<file path="config.mk">
export PLATFORM = sky130hd
export DESIGN_NAME = url_encode_xor_nibble_hex_cipher
export DESIGN_NICKNAME = d
export VERILOG_FILES = /design/src/rtl/core/uxh_pkg.sv /design/src/rtl/core/uxh_front.sv /design/src/rtl/core/uxh_queue.sv /design/src/rtl/core/uxh_back.sv /design/src/rtl/core/url_encode_xor_nibble_hex_cipher.sv
export SDC_FILE = /design/constraint.sdc
export NUM_CORES = 1
export LEC_CHECK = 0
export BUFFER_PORTS_ARGS = -buffer_cell sky130_fd_sc_hd__buf_2
export CAP_MARGIN = 20
export CELL_PAD_IN_SITES_DETAIL_PLACEMENT = 1
export CELL_PAD_IN_SITES_GLOBAL_PLACEMENT = 1
export CORE_MARGIN = 5
export CORE_UTILIZATION = 41
export CTS_BUF_LIST = sky130_fd_sc_hd__clkbuf_8 sky130_fd_sc_hd__clkbuf_16
export CTS_CLUSTER_SIZE = 8
export DETAILED_ROUTE_END_ITERATION = 8
export GPL_ROUTABILITY_DRIVEN = 0
export PLACE_DENSITY = 0.62
export SKIP_CTS_REPAIR_TIMING = 1
export SLEW_MARGIN = 20
export SYNTH_ARGS = -nofsm -noshare
export SYNTH_HDL_FRONTEND = slang
export SYNTH_SLANG_ARGS = --single-unit
export TNS_END_PERCENT = 20
</file>
<file path="constraint.sdc">
create_clock -name clock -period 4.9 [get_ports clock]
set_input_delay 1.225 -clock clock [delete_from_list [all_inputs] [get_ports clock]]
set_output_delay 1.225 -clock clock [all_outputs]
set_load 0.02 [all_outputs]
</file>
<file path="src/rtl/core/uxh_pkg.sv">
// ----------------------------------------------------------------------------
// uxh_pkg
// Shared types, character constants and encoding helpers for the URL-encode
// XOR nibble-swap hex cipher.
// ----------------------------------------------------------------------------
package uxh_pkg;

   localparam int KEY_DEPTH_DEFAULT = 64;
   localparam int QUEUE_DEPTH       = 2;
   localparam int QUEUE_PTR_W       = 1;
   localparam int QUEUE_CNT_W       = 2;

   localparam logic [7:0] CHAR_PERCENT = "%";
   localparam logic [7:0] CHAR_PLUS    = "+";
   localparam logic [7:0] CHAR_LOWER_A = "a";
   localparam logic [7:0] CHAR_LOWER_Z = "z";
   localparam logic [7:0] CHAR_UPPER_A = "A";
   localparam logic [7:0] CHAR_UPPER_Z = "Z";
   localparam logic [7:0] CHAR_ZERO    = "0";
   localparam logic [7:0] CHAR_NINE    = "9";
   localparam logic [7:0] CHAR_DASH    = "-";
   localparam logic [7:0] CHAR_DOT     = ".";
   localparam logic [7:0] CHAR_TILDE   = "~";
   localparam logic [7:0] CHAR_TAB     = 8'h09;
   localparam logic [7:0] CHAR_CR      = 8'h0d;
   localparam logic [7:0] CHAR_SPACE   = 8'h20;
   localparam logic [7:0] HIGH_MASK    = 8'hf0;
   localparam logic [7:0] LOW_MASK     = 8'h0f;

   localparam logic [1:0] STATUS_OK     = 2'd0;
   localparam logic [1:0] STATUS_NO_KEY = 2'd1;
   localparam logic [1:0] STATUS_TRUNC  = 2'd2;

   typedef struct packed {
      logic       command;
      logic [7:0] data_byte;
      logic       last;
   } req_type;

   typedef struct packed {
      logic [7:0] out_char;
      logic       last_of_run;
      logic [1:0] status;
   } rsp_type;

   // one classified item: the encoded characters and how many there are
   typedef struct packed {
      logic            command;
      logic            last;
      logic            triple;
      logic [2:0][7:0] chars;
   } enc_rec_type;

   function automatic logic [7:0] hex_digit(input logic [3:0] nib);
      if (nib > 4'd9) begin
         return CHAR_LOWER_A + {4'd0, nib} - 8'd10;
      end else begin
         return CHAR_ZERO + {4'd0, nib};
      end
   endfunction

   function automatic enc_rec_type url_encode(input req_type r);
      enc_rec_type e;
      logic [7:0]  b;
      b         = r.data_byte;
      e.command = r.command;
      e.last    = r.last;
      e.triple  = 1'b0;
      e.chars   = '0;
      if (b inside {[CHAR_UPPER_A:CHAR_UPPER_Z], [CHAR_LOWER_A:CHAR_LOWER_Z],
                    [CHAR_ZERO:CHAR_NINE], CHAR_DASH, CHAR_DOT, CHAR_TILDE}) begin
         e.chars[0] = b;
      end else if (b inside {[CHAR_TAB:CHAR_CR], CHAR_SPACE}) begin
         e.chars[0] = CHAR_PLUS;
      end else begin
         e.triple   = 1'b1;
         e.chars[0] = CHAR_PERCENT;
         e.chars[1] = hex_digit(4'((b & HIGH_MASK) >> 4));
         e.chars[2] = hex_digit(4'(b & LOW_MASK));
      end
      return e;
   endfunction

endpackage

</file>
<file path="src/rtl/core/uxh_front.sv">
// ----------------------------------------------------------------------------
// uxh_front
// Input stage: accepts items, URL-encodes them and hands the classified
// record to the queue.
// ----------------------------------------------------------------------------
module uxh_front (
   input  logic                 clock,
   input  logic                 reset,
   input  logic                 req_valid,
   output logic                 req_ready,
   input  uxh_pkg::req_type     req_data,
   output logic                 push_valid,
   input  logic                 push_ready,
   output uxh_pkg::enc_rec_type push_data
);
   import uxh_pkg::*;

   logic        rec_valid_ff, rec_valid_in;
   enc_rec_type rec_ff, rec_in;
   logic        take;

   assign req_ready  = !rec_valid_ff || push_ready;
   assign take       = req_valid && req_ready;
   assign push_valid = rec_valid_ff;
   assign push_data  = rec_ff;

   always_comb begin
      rec_in       = take ? url_encode(req_data) : rec_ff;
      rec_valid_in = take ? 1'b1 : (rec_valid_ff && !push_ready);
   end

   always_ff @(posedge clock) begin
      if (reset) begin
         rec_valid_ff <= 1'b0;
      end else begin
         rec_valid_ff <= rec_valid_in;
      end
      rec_ff <= rec_in;
   end

endmodule

</file>
<file path="src/rtl/core/uxh_queue.sv">
// ----------------------------------------------------------------------------
// uxh_queue
// Short record queue between the front and back ends.
// ----------------------------------------------------------------------------
module uxh_queue (
   input  logic                 clock,
   input  logic                 reset,
   input  logic                 push_valid,
   output logic                 push_ready,
   input  uxh_pkg::enc_rec_type push_data,
   output logic                 pop_valid,
   input  logic                 pop_ready,
   output uxh_pkg::enc_rec_type pop_data
);
   import uxh_pkg::*;

   enc_rec_type                entries_ff [QUEUE_DEPTH];
   logic [QUEUE_PTR_W-1:0]     wr_ptr_ff, wr_ptr_in;
   logic [QUEUE_PTR_W-1:0]     rd_ptr_ff, rd_ptr_in;
   logic [QUEUE_CNT_W-1:0]     count_ff, count_in;
   logic                       push, pop;

   assign push_ready = count_ff != QUEUE_CNT_W'(QUEUE_DEPTH);
   assign pop_valid  = count_ff != '0;
   assign pop_data   = entries_ff[rd_ptr_ff];
   assign push       = push_valid && push_ready;
   assign pop        = pop_valid && pop_ready;

   always_comb begin
      wr_ptr_in = wr_ptr_ff;
      rd_ptr_in = rd_ptr_ff;
      if (push) begin
         wr_ptr_in = (wr_ptr_ff == QUEUE_PTR_W'(QUEUE_DEPTH - 1)) ? '0 : wr_ptr_ff + 1'b1;
      end
      if (pop) begin
         rd_ptr_in = (rd_ptr_ff == QUEUE_PTR_W'(QUEUE_DEPTH - 1)) ? '0 : rd_ptr_ff + 1'b1;
      end
      count_in = count_ff + QUEUE_CNT_W'(push) - QUEUE_CNT_W'(pop);
   end

   always_ff @(posedge clock) begin
      if (reset) begin
         wr_ptr_ff <= '0;
         rd_ptr_ff <= '0;
         count_ff  <= '0;
      end else begin
         wr_ptr_ff <= wr_ptr_in;
         rd_ptr_ff <= rd_ptr_in;
         count_ff  <= count_in;
      end
      if (push) begin
         entries_ff[wr_ptr_ff] <= push_data;
      end
   end

endmodule

</file>
<file path="src/rtl/core/uxh_back.sv">
// ----------------------------------------------------------------------------
// uxh_back
// Execution stage: keeps the key store, ciphers message characters and
// drives the result register.
// ----------------------------------------------------------------------------
module uxh_back #(
   parameter int KEY_DEPTH = uxh_pkg::KEY_DEPTH_DEFAULT
) (
   input  logic                 clock,
   input  logic                 reset,
   input  logic                 pop_valid,
   output logic                 pop_ready,
   input  uxh_pkg::enc_rec_type pop_data,
   output logic                 rsp_valid,
   input  logic                 rsp_ready,
   output uxh_pkg::rsp_type     rsp_data
);
   import uxh_pkg::*;

   localparam int PW = (KEY_DEPTH > 1) ? $clog2(KEY_DEPTH) : 1;
   localparam int LW = $clog2(KEY_DEPTH + 1);

   logic [7:0]    key_mem [KEY_DEPTH];
   logic [7:0]    key_q_ff;

   enc_rec_type   cur_ff, cur_in;
   logic          cur_valid_ff, cur_valid_in;
   logic [1:0]    idx_ff, idx_in;
   logic          phase_ff, phase_in;
   logic [LW-1:0] len_ff, len_in;
   logic [PW-1:0] pos_ff, pos_in;
   logic          trunc_ff, trunc_in;
   logic          wr_prev_ff, wr_prev_in;
   logic          rsp_valid_ff, rsp_valid_in;
   rsp_type       rsp_ff, rsp_in;

   logic          slot_free, last_char, done, do_write, clear, pop;
   logic [7:0]    enc_char, mix;
   logic [LW-1:0] pos_plus;
   logic [1:0]    ok_status;

   assign rsp_valid = rsp_valid_ff;
   assign rsp_data  = rsp_ff;
   assign slot_free = !rsp_valid_ff || rsp_ready;
   assign last_char = cur_ff.triple ? (idx_ff == 2'd2) : (idx_ff == 2'd0);
   assign mix       = enc_char ^ key_q_ff;
   assign pos_plus  = LW'(pos_ff) + 1'b1;
   assign ok_status = trunc_ff ? STATUS_TRUNC : STATUS_OK;
   assign pop_ready = !cur_valid_ff || done;
   assign pop       = pop_valid && pop_ready;

   always_comb begin
      case (idx_ff)
         2'd0:    enc_char = cur_ff.chars[0];
         2'd1:    enc_char = cur_ff.chars[1];
         2'd2:    enc_char = cur_ff.chars[2];
         default: enc_char = cur_ff.chars[0];
      endcase
   end

   always_comb begin
      done         = 1'b0;
      do_write     = 1'b0;
      clear        = 1'b0;
      idx_in       = idx_ff;
      phase_in     = phase_ff;
      len_in       = len_ff;
      pos_in       = pos_ff;
      trunc_in     = trunc_ff;
      rsp_in       = rsp_ff;
      rsp_valid_in = rsp_valid_ff && !rsp_ready;

      if (cur_valid_ff) begin
         if (!cur_ff.command) begin
            // append one key character per cycle, drop what does not fit
            if (len_ff < LW'(KEY_DEPTH)) begin
               do_write = 1'b1;
               len_in   = len_ff + 1'b1;
            end else begin
               trunc_in = 1'b1;
            end
            if (last_char) begin
               done = 1'b1;
            end else begin
               idx_in = idx_ff + 1'b1;
            end
         end else if (len_ff == '0) begin
            if (slot_free) begin
               rsp_in.out_char    = '0;
               rsp_in.last_of_run = 1'b1;
               rsp_in.status      = STATUS_NO_KEY;
               rsp_valid_in       = 1'b1;
               done               = 1'b1;
               clear              = cur_ff.last;
            end
         end else if (!phase_ff) begin
            // high digit of the swapped byte is the low nibble of the xor
            if (slot_free && !wr_prev_ff) begin
               rsp_in.out_char    = hex_digit(4'(mix & LOW_MASK));
               rsp_in.last_of_run = 1'b0;
               rsp_in.status      = ok_status;
               rsp_valid_in       = 1'b1;
               phase_in           = 1'b1;
            end
         end else begin
            if (slot_free) begin
               rsp_in.out_char    = hex_digit(4'((mix & HIGH_MASK) >> 4));
               rsp_in.last_of_run = last_char;
               rsp_in.status      = ok_status;
               rsp_valid_in       = 1'b1;
               phase_in           = 1'b0;
               pos_in             = (pos_plus >= len_ff) ? '0 : pos_plus[PW-1:0];
               if (last_char) begin
                  done  = 1'b1;
                  clear = cur_ff.last;
               end else begin
                  idx_in = idx_ff + 1'b1;
               end
            end
         end
      end

      if (clear) begin
         len_in   = '0;
         pos_in   = '0;
         trunc_in = 1'b0;
      end

      cur_in       = cur_ff;
      cur_valid_in = cur_valid_ff && !done;
      if (pop) begin
         cur_in       = pop_data;
         cur_valid_in = 1'b1;
         idx_in       = 2'd0;
         phase_in     = 1'b0;
      end
      // a read in the cycle of a write sees stale data: hold the next cipher step
      wr_prev_in = do_write;
   end

   always_ff @(posedge clock) begin
      if (reset) begin
         cur_valid_ff <= 1'b0;
         idx_ff       <= '0;
         phase_ff     <= 1'b0;
         len_ff       <= '0;
         pos_ff       <= '0;
         trunc_ff     <= 1'b0;
         wr_prev_ff   <= 1'b0;
         rsp_valid_ff <= 1'b0;
      end else begin
         cur_valid_ff <= cur_valid_in;
         idx_ff       <= idx_in;
         phase_ff     <= phase_in;
         len_ff       <= len_in;
         pos_ff       <= pos_in;
         trunc_ff     <= trunc_in;
         wr_prev_ff   <= wr_prev_in;
         rsp_valid_ff <= rsp_valid_in;
      end
      cur_ff <= cur_in;
      rsp_ff <= rsp_in;
   end

   // key store: one write port at the fill point, one read at the next position
   always_ff @(posedge clock) begin
      if (do_write) begin
         key_mem[len_ff[PW-1:0]] <= enc_char;
      end
      key_q_ff <= key_mem[pos_in];
   end

endmodule

</file>
<file path="src/rtl/core/url_encode_xor_nibble_hex_cipher.sv">
// ----------------------------------------------------------------------------
// url_encode_xor_nibble_hex_cipher
// URL-encodes key and message bytes; ciphers message characters against the
// repeating key and emits them as lowercase hex digits.
// ----------------------------------------------------------------------------
// A new item can be accepted every cycle, while the queue has room, into the
// input stage and a two-entry queue; the back end then writes one encoded
// character of a key item per cycle to the key store while it has room,
// emits two hex digits, one result each, per encoded character of a message
// item, and a single NO_KEY result for a message item that finds no key. A
// message item taken right after a key-store write waits for the store's
// registered read port. Results leave through a single output register, so a
// stalled consumer stalls message items in the back end; the front keeps
// filling the queue meanwhile. The key store holds KEY_DEPTH encoded
// characters; entries are never cleared, only the length and position are.
module url_encode_xor_nibble_hex_cipher #(
   parameter int KEY_DEPTH = uxh_pkg::KEY_DEPTH_DEFAULT
) (
   input  logic             clock,
   input  logic             reset,
   input  logic             req_valid,
   output logic             req_ready,
   input  uxh_pkg::req_type req_data,
   output logic             rsp_valid,
   input  logic             rsp_ready,
   output uxh_pkg::rsp_type rsp_data
);
   import uxh_pkg::*;

   logic        push_valid, push_ready;
   enc_rec_type push_data;
   logic        pop_valid, pop_ready;
   enc_rec_type pop_data;

   uxh_front u_front (
      .clock      (clock),
      .reset      (reset),
      .req_valid  (req_valid),
      .req_ready  (req_ready),
      .req_data   (req_data),
      .push_valid (push_valid),
      .push_ready (push_ready),
      .push_data  (push_data)
   );

   uxh_queue u_queue (
      .clock      (clock),
      .reset      (reset),
      .push_valid (push_valid),
      .push_ready (push_ready),
      .push_data  (push_data),
      .pop_valid  (pop_valid),
      .pop_ready  (pop_ready),
      .pop_data   (pop_data)
   );

   uxh_back #(
      .KEY_DEPTH (KEY_DEPTH)
   ) u_back (
      .clock     (clock),
      .reset     (reset),
      .pop_valid (pop_valid),
      .pop_ready (pop_ready),
      .pop_data  (pop_data),
      .rsp_valid (rsp_valid),
      .rsp_ready (rsp_ready),
      .rsp_data  (rsp_data)
   );

endmodule
</file>
==> results of run 1 <==
[critical path, stage by stage, from the launching register on]
cell,delay (ns)
sky130_fd_sc_hd__dfxtp_1,0.41
sky130_fd_sc_hd__ha_1,0.26
sky130_fd_sc_hd__nand3_1,0.13
sky130_fd_sc_hd__and2_1,0.20
sky130_fd_sc_hd__or2_2,0.30
sky130_fd_sc_hd__ha_1,0.31
sky130_fd_sc_hd__a21o_1,0.21
sky130_fd_sc_hd__a31oi_1,0.16
sky130_fd_sc_hd__a21boi_2,0.42
sky130_fd_sc_hd__and3_1,0.34
sky130_fd_sc_hd__buf_4,0.20
sky130_fd_sc_hd__o211ai_2,0.31
sky130_fd_sc_hd__nor4_1,0.40
sky130_fd_sc_hd__nor3_1,0.12
sky130_fd_sc_hd__a41oi_1,0.28
sky130_fd_sc_hd__o21ai_1,0.21
sky130_fd_sc_hd__a311oi_1,0.30
[flip-flops by register name, summed over array words and instances (netlist names), 2 cells and up]
signal              count
u_back.len_ff           7
u_queue.entries_ff     50
u_back.pos_ff           6
u_front.push_data      25
u_queue.count_ff        2
u_back.rsp_data        10
u_back.key_mem        512
u_back.cur_ff          25
u_back.idx_ff           2
u_back.key_q_ff         8
[layer usage]
layer  share of wire  vias up  track usage  routed length [um]
met4           0.029        0       0.0738                2380
met2            0.47      623        0.362               37700
li1                -     7757            -                   -
met5               0        -            0                   0
met3           0.071      140       0.0468                5720
met1            0.43     9008        0.314               35100
[layout by cell type (no fill, tap or decap), drive strengths merged, types with 33 or more instances in the layout]
| cell type | instances |
|---|---|
| a21oi | 60 |
| a31oi | 43 |
| buf | 93 |
| clkbuf | 92 |
| dfxtp | 33 |
| edfxtp | 622 |
| inv | 72 |
| mux2 | 38 |
| nand2 | 208 |
| nand3 | 107 |
| nor2 | 209 |
| nor3 | 106 |
| o21ai | 81 |
[cell families (layout without fill, tap and decap cells)]
family	Yosys count	after routing	synth area share
fa+ha+maj	28	28	0.0129
buf+inv	157	267	0.0283
xor+xnor	24	24	0.00774
simple gates	748	748	0.128
compound gates	335	335	0.0823
mux	69	69	0.0286
flops	655	655	0.712
other cells	1	2	0.000138
[power by group]
part | switching (W) | internal (W) | total (W)
logic | 0.00160 | 0.000404 | 0.00200
clock network | 0.00233 | 0.00334 | 0.00567
registers | 0.0000984 | 0.00708 | 0.00718
total | 0.00402 | 0.0108 | 0.0148
[through the flow]
stage               worst slack [ns]  utilization  hold WS (ns)  TNS [ns]
floorplan                      0.707            -         0.421         0
global placement               0.362        0.432         0.423         0
detailed placement             0.152        0.432         0.431         0
CTS                            0.170        0.471         0.439         0
global route                 -0.0489        0.472         0.467   -0.0489
finish                         0.226        0.472         0.437         0
[worst max-delay path by stage]
stage | startpoint | to | slack, ns | cells after the start
2_1_floorplan | u_back.idx_ff[0]$_SDFFE_PP0P_ | u_back.rsp_data[6]$_SDFFCE_PP0P_ | 0.71 | 10
3_3_place_gp | rsp_ready | u_back.key_q_ff[3]$_DFF_P_ | 0.36 | 13
3_5_place_dp | u_back.pos_ff[0]$_SDFF_PP0_ | u_back.key_q_ff[7]$_DFF_P_ | 0.15 | 17
4_1_cts | u_back.pos_ff[0]$_SDFF_PP0_ | u_back.key_q_ff[7]$_DFF_P_ | 0.17 | 17
5_1_grt | u_back.pos_ff[0]$_SDFF_PP0_ | u_back.key_q_ff[1]$_DFF_P_ | -0.05 | 16
6_report | u_back.pos_ff[0]$_SDFF_PP0_ | u_back.key_q_ff[1]$_DFF_P_ | 0.23 | 16
[area by class of cell]
type                    count  area (um^2)
clock buffers              92         2300
clock inverters            46          256
fillers                  6587        34700
inverters                  36          138
multi-input cells        1206         7150
flip-flops and latches    655        19300
well taps                 864         1080
repair buffers             93          739
==> results_dict.tcl, run 1 <==
set metrics [dict create \
    drt_pass1_iterations 5 \
    fraction_of_layout_cells_with_a_size_suffix_above_1 0.133 \
    worstSetupEndpointType "flip-flop" \
    initial_utilization 0.413 \
    grt_start_max_net_pins 78 \
    outcome "complete, no violations" \
    tritoncts "yes" \
    period_share 0.954 \
    stdcell_area_um2 31000 \
    cts_made_buffers 92 \
    drc_errors_left 0 \
    path_max_fanout 13 \
    synth_warnings 0 \
    drtAntennaViolNets 0 \
    worst_skew_pair.late_latency_ns 0.64 \
    final_nets 2126 \
    critical_path_class "flip-flop to flip-flop" \
    edff_count_synth 622 \
    die_width_um 267 \
    synthesis.instances 2017 \
    postSynth.topFlopCell "sky130_fd_sc_hd__edfxtp_1" \
    worstHoldEndpoint "u_queue.entries_ff[1][11]$_DFFE_PP_" \
    power.density_cell_area_nw_per_um2 479 \
    synth.distinct_cells 75 \
    insertedDiodeCount 0 \
    initial_antenna_violation_count 0 \
    gr_ovfl_total 0 \
    timing_worst_slew_pin_value_ns 1.10 \
    wire_length_of_the_first_global_routing_pass_um 121000 \
    hp-class "flip-flop to flip-flop" \
    fin_worst_skew_ns 0.0219 \
    place_inst 2851 \
    area_enclosed_by_the_die_boundary_um2 71400 \
    setup_viol_count_final 0 \
    die_h_um 267 \
    hp-start "u_front.push_data[11]$_SDFFCE_PP0P_" \
    core_area_um2 65700 \
    dpl-instance-area_um2 28400 \
    rows 94 \
    fin_total_pwr_w 0.0148 \
    clk_pin_slew_worst_paths_ns 0.05 \
    fmaxAchievable_ghz 0.214 \
    critPathRequiredTime_ns 5.43 \
    io-pin-count 27 \
    period_minus_slack_ns 4.67 \
    timing.final.hold_violations 0 \
    reg2reg_slack_ns 0.23 \
    synthTopCellsByArea "sky130_fd_sc_hd__edfxtp_1, sky130_fd_sc_hd__nand2_1, sky130_fd_sc_hd__nor2_1" \
    routedWlPerCell_um 27.1 \
    vias 17528 \
    place.port_buffers 25 \
    start_kind "flip-flop" \
    synth_top_area_cell "sky130_fd_sc_hd__edfxtp_1" \
    rr_startpoint "u_back.pos_ff[0]$_SDFF_PP0_" \
    clk_root_buffer_cell "sky130_fd_sc_hd__clkbuf_16" \
    synthesis.area_um2 27100 \
    synth.most_common_cell "sky130_fd_sc_hd__edfxtp_1" \
    cts_max_path_buffers 3 \
    grt_pass1_vias 18557 \
    post_route_non_filler_standard_cell_count 2992 \
    grt_setup_unrepaired "true" \
    max_slew_margin 0.267 \
    max_cap_viol_count 0 \
    post_drt_via_cell_ratio 5.86 \
    syn_to_final_growth_pct 14.2 \
    syn_avg_cell_area_um2 13.5 \
    cp_data_arrival_time_ns 5.20 \
    cts_sinks 655 \
    leakagePower_nw 10.5 \
    async_reset_ff_frac 0 \
    postRouteWirelength_um 80900 \
    vdd_ir_drop_max_uv 427 \
    first_iter_violations 1717 \
    grtUsageTotal 0.227 \
    critical_path.reg2reg.endpoint "u_back.key_q_ff[1]$_DFF_P_" \
    synth_commonest_cells "sky130_fd_sc_hd__edfxtp_1, sky130_fd_sc_hd__nand2_1, sky130_fd_sc_hd__nor2_1" \
    final_slew_viol_count 0 \
    timing.hold.worst_path_depth 0 \
    ys_seq_area_frac 0.712 \
    cts_htree_levels 3 \
    hpwl_after_detailed_placement_um 52000 \
    synth.ff_latch_count 655 \
    rr_worst_depth 16 \
    synthDominantCellAreaShare 0.688 \
]
Note: power is estimated with default switching activity, not from simulation.
==> inputs of run 2 (changes only) <==
- BUFFER_PORTS_ARGS: -buffer_cell sky130_fd_sc_hd__buf_2 -> -buffer_cell sky130_fd_sc_hd__buf_4
==> results_dict.tcl, run 2 (same netlist as run 1, synthesis figures left out) <==
set metrics [dict create \
    grt_setup_unrepaired "false" \
    whs_ns 0.434 \
    postRouteWirelength_um 81100 \
    leakagePower_nw 10.5 \
    largest_register_ffs 512 \
    rr_worst_depth 16 \
    grt_pass1_vias 18358 \
    cts_htree_levels 3 \
    critical_path.reg2reg.endpoint "u_back.key_q_ff[7]$_DFF_P_" \
    final_nets 2124 \
    power.density_cell_area_nw_per_um2 478 \
    cts_sinks 655 \
    rr_startpoint "u_back.pos_ff[0]$_SDFF_PP0_" \
    cts_made_buffers 91 \
    critical_path_class "flip-flop to flip-flop" \
    max_cap_viol_count 0 \
    post_drt_via_cell_ratio 5.86 \
    start_kind "flip-flop" \
    die_h_um 267 \
    tritoncts "yes" \
    routedWlPerCell_um 27.1 \
    area_enclosed_by_the_die_boundary_um2 71400 \
    drc_errors_left 0 \
    initial_utilization 0.413 \
    mostFrequentLayoutCells "sky130_fd_sc_hd__edfxtp_1, sky130_fd_sc_hd__nand2_1, sky130_fd_sc_hd__nor2_1" \
    setup_viol_count_final 0 \
    clk_pin_slew_worst_paths_ns 0.05 \
    outcome "complete, no violations" \
    cts_max_path_buffers 3 \
    path_max_fanout 11 \
    first_iter_violations 1503 \
    hp-class "flip-flop to flip-flop" \
    reg2reg_slack_ns 0.28 \
    final.setup.worst_slack_ns 0.278 \
    vdd_ir_drop_max_uv 362 \
    clk_root_buffer_cell "sky130_fd_sc_hd__clkbuf_16" \
    io-pin-count 27 \
    worstSetupEndpointType "flip-flop" \
    initial_antenna_violation_count 2 \
    wire_length_of_the_first_global_routing_pass_um 120000 \
    drt_pass1_iterations 5 \
    worstHoldEndpoint "u_queue.entries_ff[0][5]$_DFFE_PP_" \
    hp-start "u_front.push_data[5]$_SDFFCE_PN1P_" \
    syn_to_final_growth_pct 14.3 \
    cp_data_arrival_time_ns 5.16 \
    core_area_um2 65700 \
    fmaxAchievable_ghz 0.216 \
    critPathRequiredTime_ns 5.43 \
    fraction_of_layout_cells_with_a_size_suffix_above_1 0.133 \
    drtAntennaViolNets 0 \
    grtUsageTotal 0.225 \
    place.port_buffers 25 \
    timing.hold.worst_path_depth 0 \
    fin_worst_skew_ns 0.0252 \
    period_share 0.943 \
    hpwl_after_detailed_placement_um 51700 \
    worst_skew_pair.late_latency_ns 0.64 \
    die_width_um 267 \
    timing.final.hold_violations 0 \
    grt_start_max_net_pins 90 \
    final_slew_viol_count 0 \
    max_slew_margin 0.303 \
    rows 94 \
    period_minus_slack_ns 4.62 \
    place_ws_ns 0.247 \
    vias 17517 \
    gr_ovfl_total 0 \
    layout.core_utilization 0.472 \
    timing_worst_slew_pin_value_ns 1.04 \
    mostFrequentLayoutCell "sky130_fd_sc_hd__edfxtp_1" \
    totalNegativeSetupSlack_ns 0 \
]
run 2: stage by stage:
step | std cells | instance area (um^2) | total power (W)
global route | 2987 | 31000 | 0.0154
floorplan | 2018 | 27100 | 0.00827
finish | 2988 | 31000 | 0.0148
detailed placement | 2853 | 28500 | 0.00929
global placement | 2853 | 28500 | 0.00918
CTS | 2987 | 31000 | 0.0150
run 2: worst max path at each step:
stage,from,endpoint,cells after the start
2_1_floorplan,u_back.idx_ff[0]$_SDFFE_PP0P_,u_back.rsp_data[6]$_SDFFCE_PP0P_,10
3_3_place_gp,u_back.pos_ff[0]$_SDFF_PP0_,u_back.key_q_ff[4]$_DFF_P_,16
3_5_place_dp,u_back.pos_ff[0]$_SDFF_PP0_,u_back.key_q_ff[4]$_DFF_P_,16
4_1_cts,u_back.pos_ff[0]$_SDFF_PP0_,u_back.key_q_ff[7]$_DFF_P_,16
5_1_grt,u_back.pos_ff[0]$_SDFF_PP0_,u_back.key_q_ff[0]$_DFF_P_,17
6_report,u_back.pos_ff[0]$_SDFF_PP0_,u_back.key_q_ff[7]$_DFF_P_,16
run 2: critical path: stages, from the launching register on:
cell,delay [ns]
sky130_fd_sc_hd__dfxtp_1,0.41
sky130_fd_sc_hd__ha_1,0.29
sky130_fd_sc_hd__nand3_1,0.14
sky130_fd_sc_hd__and2_1,0.21
sky130_fd_sc_hd__or2_2,0.29
sky130_fd_sc_hd__ha_1,0.29
sky130_fd_sc_hd__a21o_1,0.20
sky130_fd_sc_hd__a31oi_1,0.15
sky130_fd_sc_hd__a21boi_2,0.29
sky130_fd_sc_hd__buf_4,0.23
sky130_fd_sc_hd__a31o_2,0.26
sky130_fd_sc_hd__nand3_1,0.43
sky130_fd_sc_hd__nor4_1,0.47
sky130_fd_sc_hd__nor3_1,0.14
sky130_fd_sc_hd__a41oi_1,0.30
sky130_fd_sc_hd__o21ai_1,0.18
sky130_fd_sc_hd__a311oi_1,0.25
run 2: where the power goes:
| part | total (W) | leakage (nW) | internal [W] | switching (W) |
|---|---|---|---|---|
| Clock | 0.00567 | 1.37 | 0.00336 | 0.00231 |
| Sequential | 0.00718 | 5.90 | 0.00708 | 0.000108 |
| Combinational | 0.00197 | 3.19 | 0.000402 | 0.00157 |
| Total | 0.0148 | 10.5 | 0.0108 | 0.00399 |
run 2: layout make-up:
class,instances,area (um^2)
Sequential cell,655,19300
Tap cell,864,1080
Timing Repair Buffer,92,766
Antenna cell,1,2.50
Multi-Input combinational cell,1206,7180
Clock buffer,93,2330
Inverter,36,136
Clock inverter,41,196
Fill cell,6557,34700
run 2: layer usage:
| metal | vias up | wire (um) | GRT usage |
|---|---|---|---|
| li1 | 7754 | - | - |
| met1 | 9035 | 35100 | 0.307 |
| met2 | 565 | 38300 | 0.364 |
| met3 | 163 | 5090 | 0.0432 |
| met4 | 0 | 2630 | 0.0767 |
| met5 | - | 0 | 0.00203 |
==> inputs of run 3 (changes only) <==
- clock period: 4.9 -> 6 ns (I/O delays scaled with it)
==> results_dict.tcl, run 3 (same netlist as run 1, synthesis figures left out) <==
set metrics [dict create \
    initial_antenna_violation_count 1 \
    final_slew_viol_count 0 \
    hp-class "flip-flop to flip-flop" \
    totalNegativeSetupSlack_ns 0 \
    grtUsageTotal 0.220 \
    power.density_cell_area_nw_per_um2 393 \
    period_share 0.898 \
    cp_common_cell "sky130_fd_sc_hd__buf_4" \
    path_max_fanout 46 \
    post_drt_via_cell_ratio 5.84 \
    period_minus_slack_ns 5.39 \
    setup_viol_count_final 0 \
    cts_made_buffers 91 \
    tritoncts "yes" \
    die_width_um 267 \
    mostFrequentLayoutCells "sky130_fd_sc_hd__edfxtp_1, sky130_fd_sc_hd__nand2_1, sky130_fd_sc_hd__nor2_1" \
    largest_register_ffs 512 \
    vias 17260 \
    gr_ovfl_total 0 \
    timing_worst_slew_pin_value_ns 1.14 \
    hpwl_after_detailed_placement_um 48600 \
    grt_setup_unrepaired "false" \
    core_area_um2 65700 \
    drc_errors_left 0 \
    routedWlPerCell_um 26.7 \
    initial_utilization 0.413 \
    timing.critical_path.slowest_cell_delay_ns 0.73 \
    cp_num_buf_inv 3 \
    area_enclosed_by_the_die_boundary_um2 71400 \
    clk_root_buffer_cell "sky130_fd_sc_hd__clkbuf_16" \
    die_h_um 267 \
    critical_path_class "flip-flop to flip-flop" \
    final_nets 2094 \
    clk_pin_slew_worst_paths_ns 0.06 \
    outcome "complete, no violations" \
    grt_start_max_net_pins 135 \
    rows 94 \
    vdd_ir_drop_max_uv 351 \
    multi_input_area_um2 7160 \
    critPathRequiredTime_ns 6.53 \
    syn_to_final_growth_pct 13.4 \
    start_kind "flip-flop" \
    wire_length_of_the_first_global_routing_pass_um 118000 \
    io-pin-count 27 \
    max_slew_margin 0.237 \
    worstSetupEndpointType "flip-flop" \
    cp_data_arrival_time_ns 5.92 \
    cts_htree_levels 3 \
    num-fill-cells 6536 \
    worst_skew_pair.late_latency_ns 0.64 \
    timing.final.hold_violations 0 \
    postRouteWirelength_um 79000 \
    fin_total_pwr_w 0.0121 \
    drtAntennaViolNets 0 \
    cell_breakdown_of_the_critical_path "inv_1 > ha_1 > or3b_1 > o22ai_1 > nand3_2 > nand2_4 > buf_4 > buf_4 > nand2_1 > nand3_1 > a21oi_1 > o311a_1 > a311oi_1" \
    fmaxAchievable_ghz 0.186 \
    first_iter_violations 1571 \
    sequential_cell_area_um2 19300 \
    cts_max_path_buffers 3 \
    insertedDiodeCount 0 \
    fin_worst_skew_ns 0.0224 \
    mostFrequentLayoutCell "sky130_fd_sc_hd__edfxtp_1" \
    fraction_of_layout_cells_with_a_size_suffix_above_1 0.121 \
    drt_pass1_iterations 5 \
    grt_pass1_vias 18175 \
    leakagePower_nw 10.3 \
    max_cap_viol_count 0 \
    place.port_buffers 25 \
    timing.critical_path.max_delay_family "simple AND/OR/NAND/NOR gates" \
    cts_sinks 655 \
    critical_path.slowest_cell "sky130_fd_sc_hd__nand2_4" \
]
[run 3: where the power goes]
part / total (W) / switching (W) / internal (W) / leakage, nW
clock network: 0.00466 / 0.00187 / 0.00279 / 1.37
registers: 0.00586 / 0.0000808 / 0.00578 / 5.90
logic: 0.00159 / 0.00127 / 0.000315 / 3.02
total: 0.0121 / 0.00323 / 0.00888 / 10.3
[run 3: final cells by class]
type	count	share of cell area
inverter	36	0.00447
clock buffer	95	0.0773
sequential	655	0.628
clock inverter	36	0.00561
timing repair buffer	62	0.0163
multi-input combinational	1206	0.233
tap	864	0.0351
[run 3: path summary, 6_finish.rpt]
path	cells after the start	end	slack, ns	from
max reg2reg	13	u_back.key_q_ff[3]$_DFF_P_	0.61	u_back.len_ff[1]$_SDFFE_PP0P_
min	0	u_queue.entries_ff[1][20]$_DFFE_PP_	0.44	u_front.push_data[20]$_SDFFCE_PP0P_
max	13	u_back.key_q_ff[3]$_DFF_P_	0.61	u_back.len_ff[1]$_SDFFE_PP0P_
min reg2reg	0	u_queue.entries_ff[1][20]$_DFFE_PP_	0.44	u_front.push_data[20]$_SDFFCE_PP0P_
[run 3: metal layers]
layer  share of wire  vias to the layer above  track usage
met3           0.062                      126       0.0447
met2            0.48                      540        0.359
met5         0.00016                        -            0
li1                -                     7692            -
met1            0.43                     8900        0.297
met4           0.029                        2       0.0752
[run 3: through the flow]
| step | std cells | setup WS [ns] | instance area [um^2] | utilization | hold slack [ns] |
|---|---|---|---|---|---|
| final | 2954 | 0.614 | 30800 | 0.468 | 0.441 |
| after floorplan | 2018 | 1.81 | 27100 | - | 0.421 |
| after detailed placement | 2823 | 0.729 | 28200 | 0.429 | 0.431 |
| after global placement | 2823 | 0.725 | 28200 | 0.429 | 0.422 |
| after global routing | 2954 | 0.361 | 30800 | 0.468 | 0.453 |
| after CTS | 2954 | 0.708 | 30800 | 0.468 | 0.445 |
[run 3: worst register-to-register path: stages, from the launching register on]
cell and delay, ns:
sky130_fd_sc_hd__dfxtp_1 0.47, sky130_fd_sc_hd__inv_1 0.37, sky130_fd_sc_hd__ha_1 0.26, sky130_fd_sc_hd__or3b_1 0.48
sky130_fd_sc_hd__o22ai_1 0.44, sky130_fd_sc_hd__nand3_2 0.55, sky130_fd_sc_hd__nand2_4 0.74, sky130_fd_sc_hd__buf_4 0.65
sky130_fd_sc_hd__buf_4 0.36, sky130_fd_sc_hd__nand2_1 0.10, sky130_fd_sc_hd__nand3_1 0.09, sky130_fd_sc_hd__a21oi_1 0.09
sky130_fd_sc_hd__o311a_1 0.41, sky130_fd_sc_hd__a311oi_1 0.29
